File: src/rtl/mau_pkg.sv
// Shared types, opcodes and constants for the modular arithmetic unit.
`timescale 1ns / 1ps
`default_nettype none
package mau_pkg;

  localparam int unsigned ValueWidthDefault = 31;
  localparam logic [30:0] ModulusReset      = 31'd998244353;

  localparam logic [3:0] OP_REDUCE = 4'd0;
  localparam logic [3:0] OP_ADD    = 4'd1;
  localparam logic [3:0] OP_SUB    = 4'd2;
  localparam logic [3:0] OP_MUL    = 4'd3;
  localparam logic [3:0] OP_DIV    = 4'd4;
  localparam logic [3:0] OP_POW    = 4'd5;
  localparam logic [3:0] OP_INV    = 4'd6;
  localparam logic [3:0] OP_NEG    = 4'd7;
  localparam logic [3:0] OP_INC    = 4'd8;
  localparam logic [3:0] OP_DEC    = 4'd9;

  typedef struct packed {
    logic [3:0]  op;
    logic [30:0] operand_a;
    logic [30:0] operand_b;
    logic [62:0] exponent;
    logic signed [63:0] signed_value;
  } mau_in_t;

  typedef struct packed {
    logic [30:0] result;
    logic        error;
  } mau_out_t;

  // Datapath commands.
  localparam logic [3:0] CMD_NONE    = 4'd0;
  localparam logic [3:0] CMD_LOAD    = 4'd1;  // capture item, precompute simple results
  localparam logic [3:0] CMD_RED64   = 4'd2;  // start 64-bit restoring reduction
  localparam logic [3:0] CMD_MULSET  = 4'd3;  // start modular multiply of mx*my
  localparam logic [3:0] CMD_MSTEP   = 4'd4;  // one bit of the modular multiply
  localparam logic [3:0] CMD_DIVSET  = 4'd5;  // start y / x division
  localparam logic [3:0] CMD_DSTEP   = 4'd6;  // one bit of the division
  localparam logic [3:0] CMD_EUCUPD  = 4'd7;  // Euclid update from quotient
  localparam logic [3:0] CMD_EUCFIN  = 4'd8;  // Euclid finish
  localparam logic [3:0] CMD_PWSQ    = 4'd9;  // pow: take multiply result as new base
  localparam logic [3:0] CMD_PWMUL   = 4'd10; // pow: take multiply result as accumulator
  localparam logic [3:0] CMD_PWSHIFT = 4'd11; // pow: shift exponent
  localparam logic [3:0] CMD_DIVMUL  = 4'd12; // div: multiply a by inverse
  localparam logic [3:0] CMD_TAKEMUL = 4'd13; // result from multiplier
  localparam logic [3:0] CMD_RSTEP   = 4'd14; // one bit of the 64-bit reduction
  localparam logic [3:0] CMD_REDFIN  = 4'd15; // finish reduction

  // Multiplier operand selects.
  localparam logic [1:0] MSEL_AB  = 2'd0;
  localparam logic [1:0] MSEL_RX  = 2'd1;
  localparam logic [1:0] MSEL_XX  = 2'd2;
  localparam logic [1:0] MSEL_AI  = 2'd3;

  typedef struct packed {
    logic [3:0] cmd;
    logic [1:0] msel;
  } mau_cmd_t;

  typedef struct packed {
    logic [3:0] op;
    logic       early;     // result already final (simple ops or errors)
    logic       cnt_done;  // iteration counter reached its end
    logic       x_zero;    // Euclid remainder is zero
    logic       e_zero;    // exponent exhausted
    logic       e_lsb;     // low exponent bit
  } mau_status_t;

endpackage
`default_nettype wire

File: src/rtl/modular_arithmetic_unit.sv
// Top level of the modular arithmetic unit: modulus register, controller, datapath.
`timescale 1ns / 1ps
`default_nettype none
//
//  Channel   Direction  Ports                         Handshake
//  input     in         in_valid, in_stall, in_data   transfer when valid & !stall
//  result    out        out_valid, out_stall, out_data transfer when valid & !stall
//  config    in         cfg_we, cfg_data              written when cfg_we is high
//
// One item is worked at a time. Simple operations are computed when the item is loaded;
// mul runs a bit-serial modular multiply, and reduce a one-bit-per-cycle 64-bit
// remainder loop. Pow runs up to 63 rounds of up to two bit-serial multiplies.
// Inverse and div take one divider pass per Euclid round; div then multiplies by the inverse.
// Reset is synchronous and active low; it restores the modulus to its default.
// A finished result waits in an output register, so the next input transfer can be
// taken while it is stalled; that item then holds until the register frees up.
module modular_arithmetic_unit
  import mau_pkg::*;
#(
  parameter int unsigned VALUE_WIDTH = ValueWidthDefault
) (
  input  wire logic                   clk,
  input  wire logic                   rst_n,
  input  wire logic                   in_valid,
  output logic                        in_stall,
  input  wire mau_in_t                in_data,
  output logic                        out_valid,
  input  wire logic                   out_stall,
  output mau_out_t                    out_data,
  input  wire logic                   cfg_we,
  input  wire logic [VALUE_WIDTH-1:0] cfg_data
);

  // Modulus register; the user must write it only while the unit is idle, the block does not enforce this.
  logic [VALUE_WIDTH-1:0] modulus_r;
  mau_cmd_t    cmd;
  mau_status_t status;
  mau_out_t    dp_res;
  logic        done;
  logic        out_busy;
  logic        out_valid_r;
  mau_out_t    out_data_r;

  always_ff @(posedge clk) begin
    if (!rst_n) begin
      modulus_r <= VALUE_WIDTH'(ModulusReset);
    end else if (cfg_we) begin
      modulus_r <= cfg_data;
    end
  end

  // The output register can take a new result when it is empty or leaving this cycle.
  assign out_busy = out_valid_r && out_stall;

  always_ff @(posedge clk) begin
    if (!rst_n) begin
      out_valid_r <= 1'b0;
    end else if (done && !out_busy) begin
      out_valid_r <= 1'b1;
    end else if (!out_stall) begin
      out_valid_r <= 1'b0;
    end
  end

  always_ff @(posedge clk) begin
    if (done && !out_busy) begin
      out_data_r <= dp_res;
    end
  end

  assign out_valid = out_valid_r;
  assign out_data  = out_data_r;

  mau_ctrl u_ctrl (
    .clk      (clk),
    .rst_n    (rst_n),
    .in_valid (in_valid),
    .in_stall (in_stall),
    .done     (done),
    .out_busy (out_busy),
    .status   (status),
    .cmd      (cmd)
  );

  mau_datapath #(.VALUE_WIDTH(VALUE_WIDTH)) u_dp (
    .clk     (clk),
    .rst_n   (rst_n),
    .modulus (modulus_r),
    .item    (in_data),
    .cmd     (cmd),
    .status  (status),
    .res     (dp_res)
  );

  a_err_zero: assert property (@(posedge clk) disable iff (!rst_n)
    out_valid && out_data.error |-> out_data.result == '0)
    else $error("error result not zero");
  a_in_range: assert property (@(posedge clk) disable iff (!rst_n)
    out_valid && !out_data.error |-> out_data.result < 31'(modulus_r))
    else $error("result not below modulus");
  a_data_hold: assert property (@(posedge clk) disable iff (!rst_n)
    out_valid && out_stall |=> $stable(out_data))
    else $error("result changed under stall");

endmodule
`default_nettype wire

File: src/rtl/mau_datapath.sv
// Datapath: operand registers, bit-serial modular multiply, divider and Euclid.
`timescale 1ns / 1ps
`default_nettype none
module mau_datapath
  import mau_pkg::*;
#(
  parameter int unsigned VALUE_WIDTH = ValueWidthDefault
) (
  input  wire logic                   clk,
  input  wire logic                   rst_n,
  input  wire logic [VALUE_WIDTH-1:0] modulus,
  input  wire mau_in_t                item,
  input  wire mau_cmd_t               cmd,
  output mau_status_t                 status,
  output mau_out_t                    res
);

  localparam int unsigned W  = VALUE_WIDTH;
  localparam int unsigned CW = 7;  // counts up to 64

  logic [3:0]   op_r;
  logic [W-1:0] m_r, a_r, b_r;
  logic [62:0]  e_r;
  logic [63:0]  sv_r, sv_nxt;
  logic         neg_r;
  logic [W-1:0] acc_r, acc_nxt;   // pow accumulator / simple result
  logic [W-1:0] bx_r, bx_nxt;     // pow base
  logic         err_r, err_nxt, early_r, early_nxt;
  logic [CW-1:0] cnt_r, cnt_nxt;
  // multiplier
  logic [W-1:0] mx_r, mx_nxt, my_r, my_nxt, mp_r, mp_nxt;
  // division / Euclid
  logic [W:0]   x_r, x_nxt, y_r, y_nxt, q_r, q_nxt, rem_r, rem_nxt, dq_r, dq_nxt;
  logic signed [W+1:0] c0_r, c0_nxt, c1_r, c1_nxt;
  logic [W:0]   red_r, red_nxt;  // 64-bit reduction remainder

  logic [W-1:0] mul_a;
  logic [W:0]   dbl, dbl_sub, add_t, add_sub, rsh, rsh_sub;
  logic [W:0]   m_ext;
  logic signed [2*W+3:0] qc_prod;
  logic signed [W+1:0] c_fix;

  assign m_ext = {1'b0, m_r};

  always_comb begin
    mul_a = a_r;
    case (cmd.msel)
      MSEL_AB: mul_a = a_r;
      MSEL_RX: mul_a = acc_r;
      MSEL_XX: mul_a = bx_r;
      MSEL_AI: mul_a = a_r;
      default: mul_a = a_r;
    endcase
  end

  always_comb begin
    logic [W-1:0] lo_a, lo_b, s_a;
    logic [W:0]   s_w;
    logic [W+1:0] s_x;
    lo_a = '0; lo_b = '0; s_a = '0; s_w = '0; s_x = '0;
    sv_nxt = sv_r; acc_nxt = acc_r; bx_nxt = bx_r; err_nxt = err_r;
    early_nxt = early_r; cnt_nxt = cnt_r; mx_nxt = mx_r; my_nxt = my_r;
    mp_nxt = mp_r; x_nxt = x_r; y_nxt = y_r; q_nxt = q_r; rem_nxt = rem_r;
    dq_nxt = dq_r; c0_nxt = c0_r; c1_nxt = c1_r; red_nxt = red_r;
    dbl = '0; dbl_sub = '0; add_t = '0; add_sub = '0; rsh = '0; rsh_sub = '0;
    qc_prod = '0; c_fix = '0;
    case (cmd.cmd)
      CMD_LOAD: begin
        lo_a = item.operand_a[W-1:0];
        lo_b = item.operand_b[W-1:0];
        early_nxt = 1'b1;
        err_nxt = 1'b0;
        acc_nxt = '0;
        sv_nxt = item.signed_value;
        bx_nxt = lo_a;
        cnt_nxt = '0;
        if (modulus == '0 || item.op > OP_DEC) begin
          err_nxt = 1'b1;
        end else if (item.op == OP_REDUCE) begin
          early_nxt = 1'b0;
        end else if (lo_a >= modulus || (item.op <= OP_DIV && lo_b >= modulus)) begin
          err_nxt = 1'b1;
        end else begin
          case (item.op)
            OP_ADD: begin
              s_x = {2'b0, lo_a} + {2'b0, lo_b};
              s_w = s_x[W:0];
              acc_nxt = (s_w >= {1'b0, modulus}) ? W'(s_w - {1'b0, modulus}) : s_w[W-1:0];
            end
            OP_SUB: acc_nxt = (lo_a >= lo_b) ? W'(lo_a - lo_b) : W'(lo_a + modulus - lo_b);
            OP_NEG: acc_nxt = (lo_a != '0) ? W'(modulus - lo_a) : '0;
            OP_INC: acc_nxt = (W'(lo_a + W'(1)) == modulus) ? '0 : W'(lo_a + W'(1));
            OP_DEC: acc_nxt = (lo_a != '0) ? W'(lo_a - W'(1)) : W'(modulus - W'(1));
            OP_POW: begin
              early_nxt = 1'b0;
              acc_nxt = (modulus == W'(1)) ? '0 : W'(1);
            end
            OP_MUL: early_nxt = 1'b0;
            OP_DIV: begin
              early_nxt = 1'b0;
              x_nxt = {1'b0, lo_b};
              y_nxt = {1'b0, modulus};
              c0_nxt = '0; c1_nxt = (W+2)'(1);
            end
            OP_INV: begin
              early_nxt = 1'b0;
              x_nxt = {1'b0, lo_a};
              y_nxt = {1'b0, modulus};
              c0_nxt = '0; c1_nxt = (W+2)'(1);
            end
            default: err_nxt = 1'b1;
          endcase
        end
      end
      CMD_RED64: begin
        if (sv_r[63]) begin
          sv_nxt = ~sv_r + 64'd1;
        end
        red_nxt = '0;
        cnt_nxt = '0;
      end
      CMD_RSTEP: begin
        rsh = {red_r[W-1:0], sv_r[63]};
        rsh_sub = rsh - m_ext;
        red_nxt = (rsh >= m_ext) ? rsh_sub : rsh;
        sv_nxt = {sv_r[62:0], 1'b0};
        cnt_nxt = cnt_r + CW'(1);
      end
      CMD_REDFIN: begin
        if (neg_r && red_r != '0) acc_nxt = W'(m_ext - red_r);
        else acc_nxt = red_r[W-1:0];
        early_nxt = 1'b1;
      end
      CMD_MULSET: begin
        mx_nxt = mul_a;
        case (cmd.msel)
          MSEL_AB: my_nxt = b_r;
          MSEL_RX: my_nxt = bx_r;
          MSEL_XX: my_nxt = bx_r;
          MSEL_AI: my_nxt = acc_r;
          default: my_nxt = b_r;
        endcase
        mp_nxt = '0;
        cnt_nxt = '0;
      end
      CMD_MSTEP: begin
        // Horner: p = 2p + bit * y, each reduced; bits of mx from the top.
        dbl = {mp_r, 1'b0};
        dbl_sub = dbl - m_ext;
        s_a = (dbl >= m_ext) ? dbl_sub[W-1:0] : dbl[W-1:0];
        add_t = {1'b0, s_a} + {1'b0, (mx_r[W-1] ? my_r : '0)};
        add_sub = add_t - m_ext;
        mp_nxt = (add_t >= m_ext) ? add_sub[W-1:0] : add_t[W-1:0];
        mx_nxt = {mx_r[W-2:0], 1'b0};
        cnt_nxt = cnt_r + CW'(1);
      end
      CMD_PWSQ:    bx_nxt = mp_r;
      CMD_PWMUL:   acc_nxt = mp_r;
      CMD_PWSHIFT: cnt_nxt = '0;
      CMD_TAKEMUL: begin
        acc_nxt = mp_r;
        early_nxt = 1'b1;
      end
      CMD_DIVSET: begin
        rem_nxt = '0;
        dq_nxt = y_r;
        q_nxt = '0;
        cnt_nxt = '0;
      end
      CMD_DSTEP: begin
        rsh = {rem_r[W-1:0], dq_r[W]};
        rsh_sub = rsh - x_r;
        if (rsh >= x_r) begin
          rem_nxt = rsh_sub;
          q_nxt = {q_r[W-1:0], 1'b1};
        end else begin
          rem_nxt = rsh;
          q_nxt = {q_r[W-1:0], 1'b0};
        end
        dq_nxt = {dq_r[W-1:0], 1'b0};
        cnt_nxt = cnt_r + CW'(1);
      end
      CMD_EUCUPD: begin
        // y <- x, x <- y mod x; (c0, c1) <- (c1, c0 - q*c1)
        x_nxt = rem_r;
        y_nxt = x_r;
        qc_prod = $signed({1'b0, q_r}) * c1_r;
        c0_nxt = c1_r;
        c1_nxt = c0_r - qc_prod[W+1:0];
      end
      CMD_EUCFIN: begin
        if (y_r != (W+1)'(1)) begin
          err_nxt = 1'b1;
          early_nxt = 1'b1;
          acc_nxt = '0;
        end else begin
          c_fix = c0_r[W+1] ? c0_r + $signed({1'b0, m_ext}) : c0_r;
          s_w = c_fix[W:0];
          acc_nxt = (s_w >= m_ext) ? W'(s_w - m_ext) : s_w[W-1:0];
          early_nxt = (op_r == OP_INV);
        end
      end
      default: ;
    endcase
  end

  always_ff @(posedge clk) begin
    if (cmd.cmd == CMD_LOAD) begin
      op_r  <= item.op;
      m_r   <= modulus;
      a_r   <= item.operand_a[W-1:0];
      b_r   <= item.operand_b[W-1:0];
      e_r   <= item.exponent;
      neg_r <= item.signed_value[63];
    end else if (cmd.cmd == CMD_PWSHIFT) begin
      e_r <= {1'b0, e_r[62:1]};
    end
    sv_r <= sv_nxt; acc_r <= acc_nxt; bx_r <= bx_nxt; mx_r <= mx_nxt;
    my_r <= my_nxt; mp_r <= mp_nxt; x_r <= x_nxt; y_r <= y_nxt; q_r <= q_nxt;
    rem_r <= rem_nxt; dq_r <= dq_nxt; c0_r <= c0_nxt; c1_r <= c1_nxt;
    red_r <= red_nxt; err_r <= err_nxt;
  end

  always_ff @(posedge clk) begin
    if (!rst_n) begin
      early_r <= 1'b0;
      cnt_r   <= '0;
    end else begin
      early_r <= early_nxt;
      cnt_r   <= cnt_nxt;
    end
  end

  always_comb begin
    status.op = op_r;
    status.early = early_r;
    status.x_zero = (x_r == '0);
    status.e_zero = (e_r == '0);
    status.e_lsb = e_r[0];
    case (cmd.cmd)
      CMD_RSTEP: status.cnt_done = (cnt_r == CW'(63));
      CMD_MSTEP: status.cnt_done = (cnt_r == CW'(W - 1));
      CMD_DSTEP: status.cnt_done = (cnt_r == CW'(W));
      default:   status.cnt_done = 1'b0;
    endcase
  end

  assign res.result = 31'(err_r ? '0 : acc_r);
  assign res.error  = err_r;

endmodule
`default_nettype wire

File: src/rtl/mau_ctrl.sv
// Controller state machine sequencing the datapath for each item.
`timescale 1ns / 1ps
`default_nettype none
module mau_ctrl
  import mau_pkg::*;
(
  input  wire logic        clk,
  input  wire logic        rst_n,
  input  wire logic        in_valid,
  output logic             in_stall,
  output logic             done,
  input  wire logic        out_busy,
  input  wire mau_status_t status,
  output mau_cmd_t         cmd
);

  localparam logic [3:0] S_IDLE   = 4'd0;
  localparam logic [3:0] S_DISP   = 4'd1;
  localparam logic [3:0] S_RED    = 4'd2;
  localparam logic [3:0] S_REDFIN = 4'd3;
  localparam logic [3:0] S_MUL    = 4'd4;
  localparam logic [3:0] S_MTAKE  = 4'd5;
  localparam logic [3:0] S_PCHK   = 4'd6;
  localparam logic [3:0] S_PSQ    = 4'd7;
  localparam logic [3:0] S_EUCK   = 4'd8;
  localparam logic [3:0] S_DIV    = 4'd9;
  localparam logic [3:0] S_EUPD   = 4'd10;
  localparam logic [3:0] S_EFIN   = 4'd11;
  localparam logic [3:0] S_POST   = 4'd12;
  localparam logic [3:0] S_OUT    = 4'd13;
  localparam logic [3:0] S_POST2  = 4'd14;

  localparam logic [1:0] K_RES = 2'd0;  // multiply result is the answer
  localparam logic [1:0] K_PMUL = 2'd1;
  localparam logic [1:0] K_PSQ  = 2'd2;

  logic [3:0] state_r, state_nxt;
  logic [1:0] kind_r, kind_nxt;
  logic       accept;

  assign accept   = (state_r == S_IDLE) && in_valid;
  assign in_stall = (state_r != S_IDLE);
  assign done     = (state_r == S_OUT);

  always_comb begin
    state_nxt = state_r;
    kind_nxt = kind_r;
    cmd.cmd = CMD_NONE;
    cmd.msel = MSEL_AB;
    case (state_r)
      S_IDLE: if (accept) begin
        cmd.cmd = CMD_LOAD;
        state_nxt = S_DISP;
      end
      S_DISP: begin
        if (status.early) state_nxt = S_OUT;
        else begin
          case (status.op)
            OP_REDUCE: begin
              cmd.cmd = CMD_RED64;
              state_nxt = S_RED;
            end
            OP_MUL: begin
              cmd.cmd = CMD_MULSET; cmd.msel = MSEL_AB;
              kind_nxt = K_RES; state_nxt = S_MUL;
            end
            OP_POW: state_nxt = S_PCHK;
            default: state_nxt = S_EUCK;
          endcase
        end
      end
      S_RED: begin
        cmd.cmd = CMD_RSTEP;
        if (status.cnt_done) state_nxt = S_REDFIN;
      end
      S_REDFIN: begin
        cmd.cmd = CMD_REDFIN;
        state_nxt = S_OUT;
      end
      S_MUL: begin
        cmd.cmd = CMD_MSTEP;
        if (status.cnt_done) state_nxt = S_MTAKE;
      end
      S_MTAKE: begin
        case (kind_r)
          K_PMUL: begin
            cmd.cmd = CMD_PWMUL; state_nxt = S_PSQ;
          end
          K_PSQ: begin
            cmd.cmd = CMD_PWSQ; state_nxt = S_PCHK;
          end
          default: begin
            cmd.cmd = CMD_TAKEMUL; state_nxt = S_OUT;
          end
        endcase
      end
      S_PCHK: begin
        if (status.e_zero) state_nxt = S_OUT;
        else if (status.e_lsb) begin
          cmd.cmd = CMD_MULSET; cmd.msel = MSEL_RX;
          kind_nxt = K_PMUL; state_nxt = S_MUL;
        end else state_nxt = S_PSQ;
      end
      S_PSQ: begin
        cmd.cmd = CMD_PWSHIFT;
        state_nxt = S_POST;
      end
      S_POST: begin
        cmd.cmd = CMD_MULSET; cmd.msel = MSEL_XX;
        kind_nxt = K_PSQ; state_nxt = S_MUL;
      end
      S_EUCK: begin
        if (status.x_zero) state_nxt = S_EFIN;
        else begin
          cmd.cmd = CMD_DIVSET; state_nxt = S_DIV;
        end
      end
      S_DIV: begin
        cmd.cmd = CMD_DSTEP;
        if (status.cnt_done) state_nxt = S_EUPD;
      end
      S_EUPD: begin
        cmd.cmd = CMD_EUCUPD; state_nxt = S_EUCK;
      end
      S_EFIN: begin
        cmd.cmd = CMD_EUCFIN; state_nxt = S_DISP;
        if (status.op == OP_DIV) begin
          state_nxt = S_POST2;
        end
      end
      S_POST2: begin
        if (status.early) state_nxt = S_OUT;
        else begin
          cmd.cmd = CMD_MULSET; cmd.msel = MSEL_AI;
          kind_nxt = K_RES; state_nxt = S_MUL;
        end
      end
      S_OUT: if (!out_busy) state_nxt = S_IDLE;
      default: state_nxt = S_IDLE;
    endcase
  end

  always_ff @(posedge clk) begin
    if (!rst_n) begin
      state_r <= S_IDLE;
      kind_r  <= K_RES;
    end else begin
      state_r <= state_nxt;
      kind_r  <= kind_nxt;
    end
  end

  a_stall_busy: assert property (@(posedge clk) disable iff (!rst_n)
    done |-> in_stall) else $error("input open while result pending");
  a_out_hold: assert property (@(posedge clk) disable iff (!rst_n)
    done && out_busy |=> done) else $error("result dropped under stall");
  a_accept_leads: assert property (@(posedge clk) disable iff (!rst_n)
    accept |=> state_r == S_DISP) else $error("accept did not start dispatch");

endmodule
`default_nettype wire

File: config.mk
export PLATFORM = sky130hd
export DESIGN_NAME = modular_arithmetic_unit
export DESIGN_NICKNAME = d
export VERILOG_FILES = /design/src/rtl/mau_pkg.sv /design/src/rtl/modular_arithmetic_unit.sv /design/src/rtl/mau_datapath.sv /design/src/rtl/mau_ctrl.sv
export SDC_FILE = /design/constraint.sdc
export NUM_CORES = 2
export LEC_CHECK = 0
export BUFFER_PORTS_ARGS = -buffer_cell sky130_fd_sc_hd__buf_4
export CAP_MARGIN = 20
export CORE_MARGIN = 3
export CORE_UTILIZATION = 35
export CTS_CLUSTER_SIZE = 14
export DETAILED_ROUTE_END_ITERATION = 6
export GPL_TIMING_DRIVEN = 1
export PLACE_DENSITY = 0.48
export SETUP_SLACK_MARGIN = 0.5
export SYNTH_ARGS = -nofsm -noshare
export SYNTH_HDL_FRONTEND = slang
export SYNTH_SLANG_ARGS = --single-unit
File: constraint.sdc
create_clock -name clk -period 14.7 [get_ports clk]
set_input_delay 2.94 -clock clk [delete_from_list [all_inputs] [get_ports clk]]
set_output_delay 2.94 -clock clk [all_outputs]
set_load 0.01 [all_outputs]
==> implementation parameters <==
Parameter                              Value

Timing
  Relative slew margins ... 20.73%
  Max Clk Rate ... 98.64 MHz
  Number of failing setup endpoints in the final timing report ... 0
  Final hold viol count ... 0
  Final period demand of the worst path ... 10.14 ns
  Setup repair after global routing missed its margin ... false
  Setup TNS Final ... 0 ns
  Total count of max-transition violations in the final report ... 0
  Transition at the pin with the smallest max-transition slack ... 1.185 ns
  Final cycle utilization of the critical path ... 68.96%
  Max Clock Skew ... 0.08280 ns

Placement
  Count of buffers inserted at the top-level ports ... 262
  Last weighted congestion value of the routability-driven placer ... 0.9920
  Placed Cells incl. Taps ... 11473
  Half-perimeter wire length of the detailed placement result ... 251500 um

CTS
  Post-CTS Resized ... 0
  CTS tree ... yes
  Number of clock buffers inserted by TritonCTS ... 96
  # Post-CTS Setup Buffers ... 0
  CTS clock-pin slew for the worst setup and hold paths ... 0.07 ns
  Cts-stage hold buffer count ... 0
  Clock Tree Buf Depth ... 3
  Clock sink total ... 717
  Worst-Skew Late Latency ... 0.78 ns
  Number of levels the H-tree was split into ... 3
  Clock tree root driver cell ... sky130_fd_sc_hd__clkbuf_16

Routing
  Sum of routed wire length over all layers ... 318300 um
  TritonRoute pass-1 iters ... 6
  Average detailed-routed wire length per instance ... 27.27 um
  Vias after detailed routing ... 66207
  ANT nets after route ... 0
  Drc violations ... 0
  Count of routing violations after the opening detailed-route iteration ... 5671
  Post-detailed-route via-to-cell ratio ... 5.671

Setup path
  Data required time of the worst path ... 15.17 ns
  Critical Setup Path Class ... register to register
  Crit path buf inv count ... 3
  Critical Path Start Type ... register
  Data arrival, critical path ... 10.61 ns
  Cell at the slowest stage of the critical path ... sky130_fd_sc_hd__a2111oi_0
  Highest cell delay on the worst timing path ... 0.68 ns
  Critical-path maximum fanout ... 56
  Delay-heaviest family, CP ... compound AO/OA/AOI/OAI gates
  Critical path capture point type ... register
  Most repeated library cell on the critical path ... sky130_fd_sc_hd__a21oi_1

Floorplan
  Die boundary height ... 474.3 um
  Std-Cell Rows ... 171
  Overall die area ... 0.2250 mm2
  DIE WIDTH ... 474.3 um
  Core ar. ... 0.2176 mm2
  Boundary Pins ... 263
  Starting utilization of the core area ... 35.28%

Synthesis
  Warnings, synthesis ... 0
  Post-synthesis register bit count ... 717
  Most frequent cell after synthesis ... sky130_fd_sc_hd__nand2_1
  Parity-gate share of the synthesized area counting xor and xnor cells ... 6.413%
  Avg Cell Area, Syn ... 8.928 um2
  Number of flops mapped to enable cells by yosys ... 671
  Netlist cell types ... 93
  Share of async-settable or async-resettable flops after synthesis ... 0%
  Ranking of synthesized cells by area ... sky130_fd_sc_hd__edfxtp_1, sky130_fd_sc_hd__fa_1, sky130_fd_sc_hd__ha_1
  Nets in the synthesized netlist ... 9948
  Synth top area share ... 26.25%
  Multiplexer fraction of the synthesized cell area ... 2.213%
  Arithmetic-cell share of the synthesized area counting full adders, half adders and majority gates ... 23.26%
  Simple-gate area share of the yosys netlist ... 18.86%
  Number of instances in the synthesized netlist ... 8599
  Cell type contributing the most total cell area after synthesis ... sky130_fd_sc_hd__edfxtp_1
  Main combinational cell family by area after synthesis ... adder cells
  Fraction of the mapped netlist area in compound gates ... 16.17%
  Cell area after technology mapping ... 0.07677 mm2
  Synth cell count leaders ... sky130_fd_sc_hd__nand2_1, sky130_fd_sc_hd__inv_1, sky130_fd_sc_hd__edfxtp_1
  Part of the Yosys area used for sequential elements ... 27.45%
  Synth Flop Type ... sky130_fd_sc_hd__edfxtp_1

Cells and area
  Fin cells ... 11674
  Final layout net count ... 10068
  Multi-input combinational cell area ... 0.05160 mm2
  Layout cell share with drive strength beyond 1 ... 8.092%
  Share of the core filled with cells ... 39.31%
  Area taken by flip-flops and latches ... 0.02107 mm2
  Layout overhead on the synthesized area ... 11.43%
  Count of filler cells inserted in the layout ... 21963

Global routing
  Pin count of the biggest net entering global routing ... 92
  Total routing resource utilization after global routing ... 27.81%
  Antenna violations before repair ... 31
  First-pass GRT wire length ... 460200 um
  Via count of the first global-routing pass ... 66620
  Total gr overflow ... 0

Flow run
  Number of max-cap violations ... 0

Run status
  Status ... finished, final reports clean

Worst hold path
  Class of the most critical hold timing path ... register to register
## state kept, by name, summed over array words and instances, names as in the netlist, 32 cells and up
register    count
u_dp.q_r       32
u_dp.dq_r      32
u_dp.c1_r      33
u_dp.sv_r      64
u_dp.e_r       63
out_data       32
u_dp.x_r       32
u_dp.red_r     32
u_dp.c0_r      33
u_dp.rem_r     32
u_dp.y_r       32
## kinds of logic (layout without fill, tap and decap cells)
family,Yosys count,after routing
simple gates,2972,2972
buf+inv,1136,1336
other cells,0,21
fa+ha+maj,1120,1120
flops,717,717
xor+xnor,559,559
compound gates,1932,1932
mux,163,163
## cell type report
cell class / count / area share (%)
Tap cell: 2854 / 4.174
Sequential cell: 717 / 24.63
Multi-Input combinational cell: 6746 / 60.32
Antenna cell: 21 / 0.06143
Inverter: 746 / 3.282
Timing Repair Buffer: 412 / 3.651
Clock inverter: 64 / 0.9814
Clock buffer: 114 / 2.899
## per-stage QoR
step	worst slack [ns]	area, um2	hold WS (ns)
final	4.563	85540	0.4796
after global routing	4.005	85520	0.4988
after CTS	4.906	85460	0.4771
after detailed placement	4.770	82140	0.4654
after global placement	4.801	82100	0.4475
after floorplan	1.688	76770	0.4311
## worst paths after layout
| path | start | endpoint | slack (ns) | cells after the start |
|---|---|---|---|---|
| worst max-delay path | u_dp.m_r[1] | u_dp.mp_r[6] | 4.56 | 35 |
| worst min-delay path | u_dp.cnt_r[4] | u_dp.cnt_r[4] | 0.48 | 1 |
| worst max register to register | u_dp.m_r[1] | u_dp.mp_r[6] | 4.56 | 35 |
| worst min register to register | u_dp.cnt_r[4] | u_dp.cnt_r[4] | 0.48 | 1 |
## cells in the final DEF (no fill, tap or decap), types with 406 or more instances in the layout
master / count
sky130_fd_sc_hd__nand2_1: 954
sky130_fd_sc_hd__inv_1: 737
sky130_fd_sc_hd__edfxtp_1: 671
sky130_fd_sc_hd__nor2_1: 610
sky130_fd_sc_hd__ha_1: 605
sky130_fd_sc_hd__fa_1: 512
sky130_fd_sc_hd__and2_1: 491
sky130_fd_sc_hd__o21ai_0: 488
sky130_fd_sc_hd__a21oi_1: 479
sky130_fd_sc_hd__buf_4: 406
## routing by layer
metal / share of wire [%] / global-route usage (%)
met2: 46 / 45.29
met4: 5.8 / 14.36
met5: 0.0088 / 0
met3: 5.5 / 3.233
met1: 43 / 36.32
Power is not shown: default switching activity piles up to over one toggle a cycle in this logic, so the estimate is an artifact.
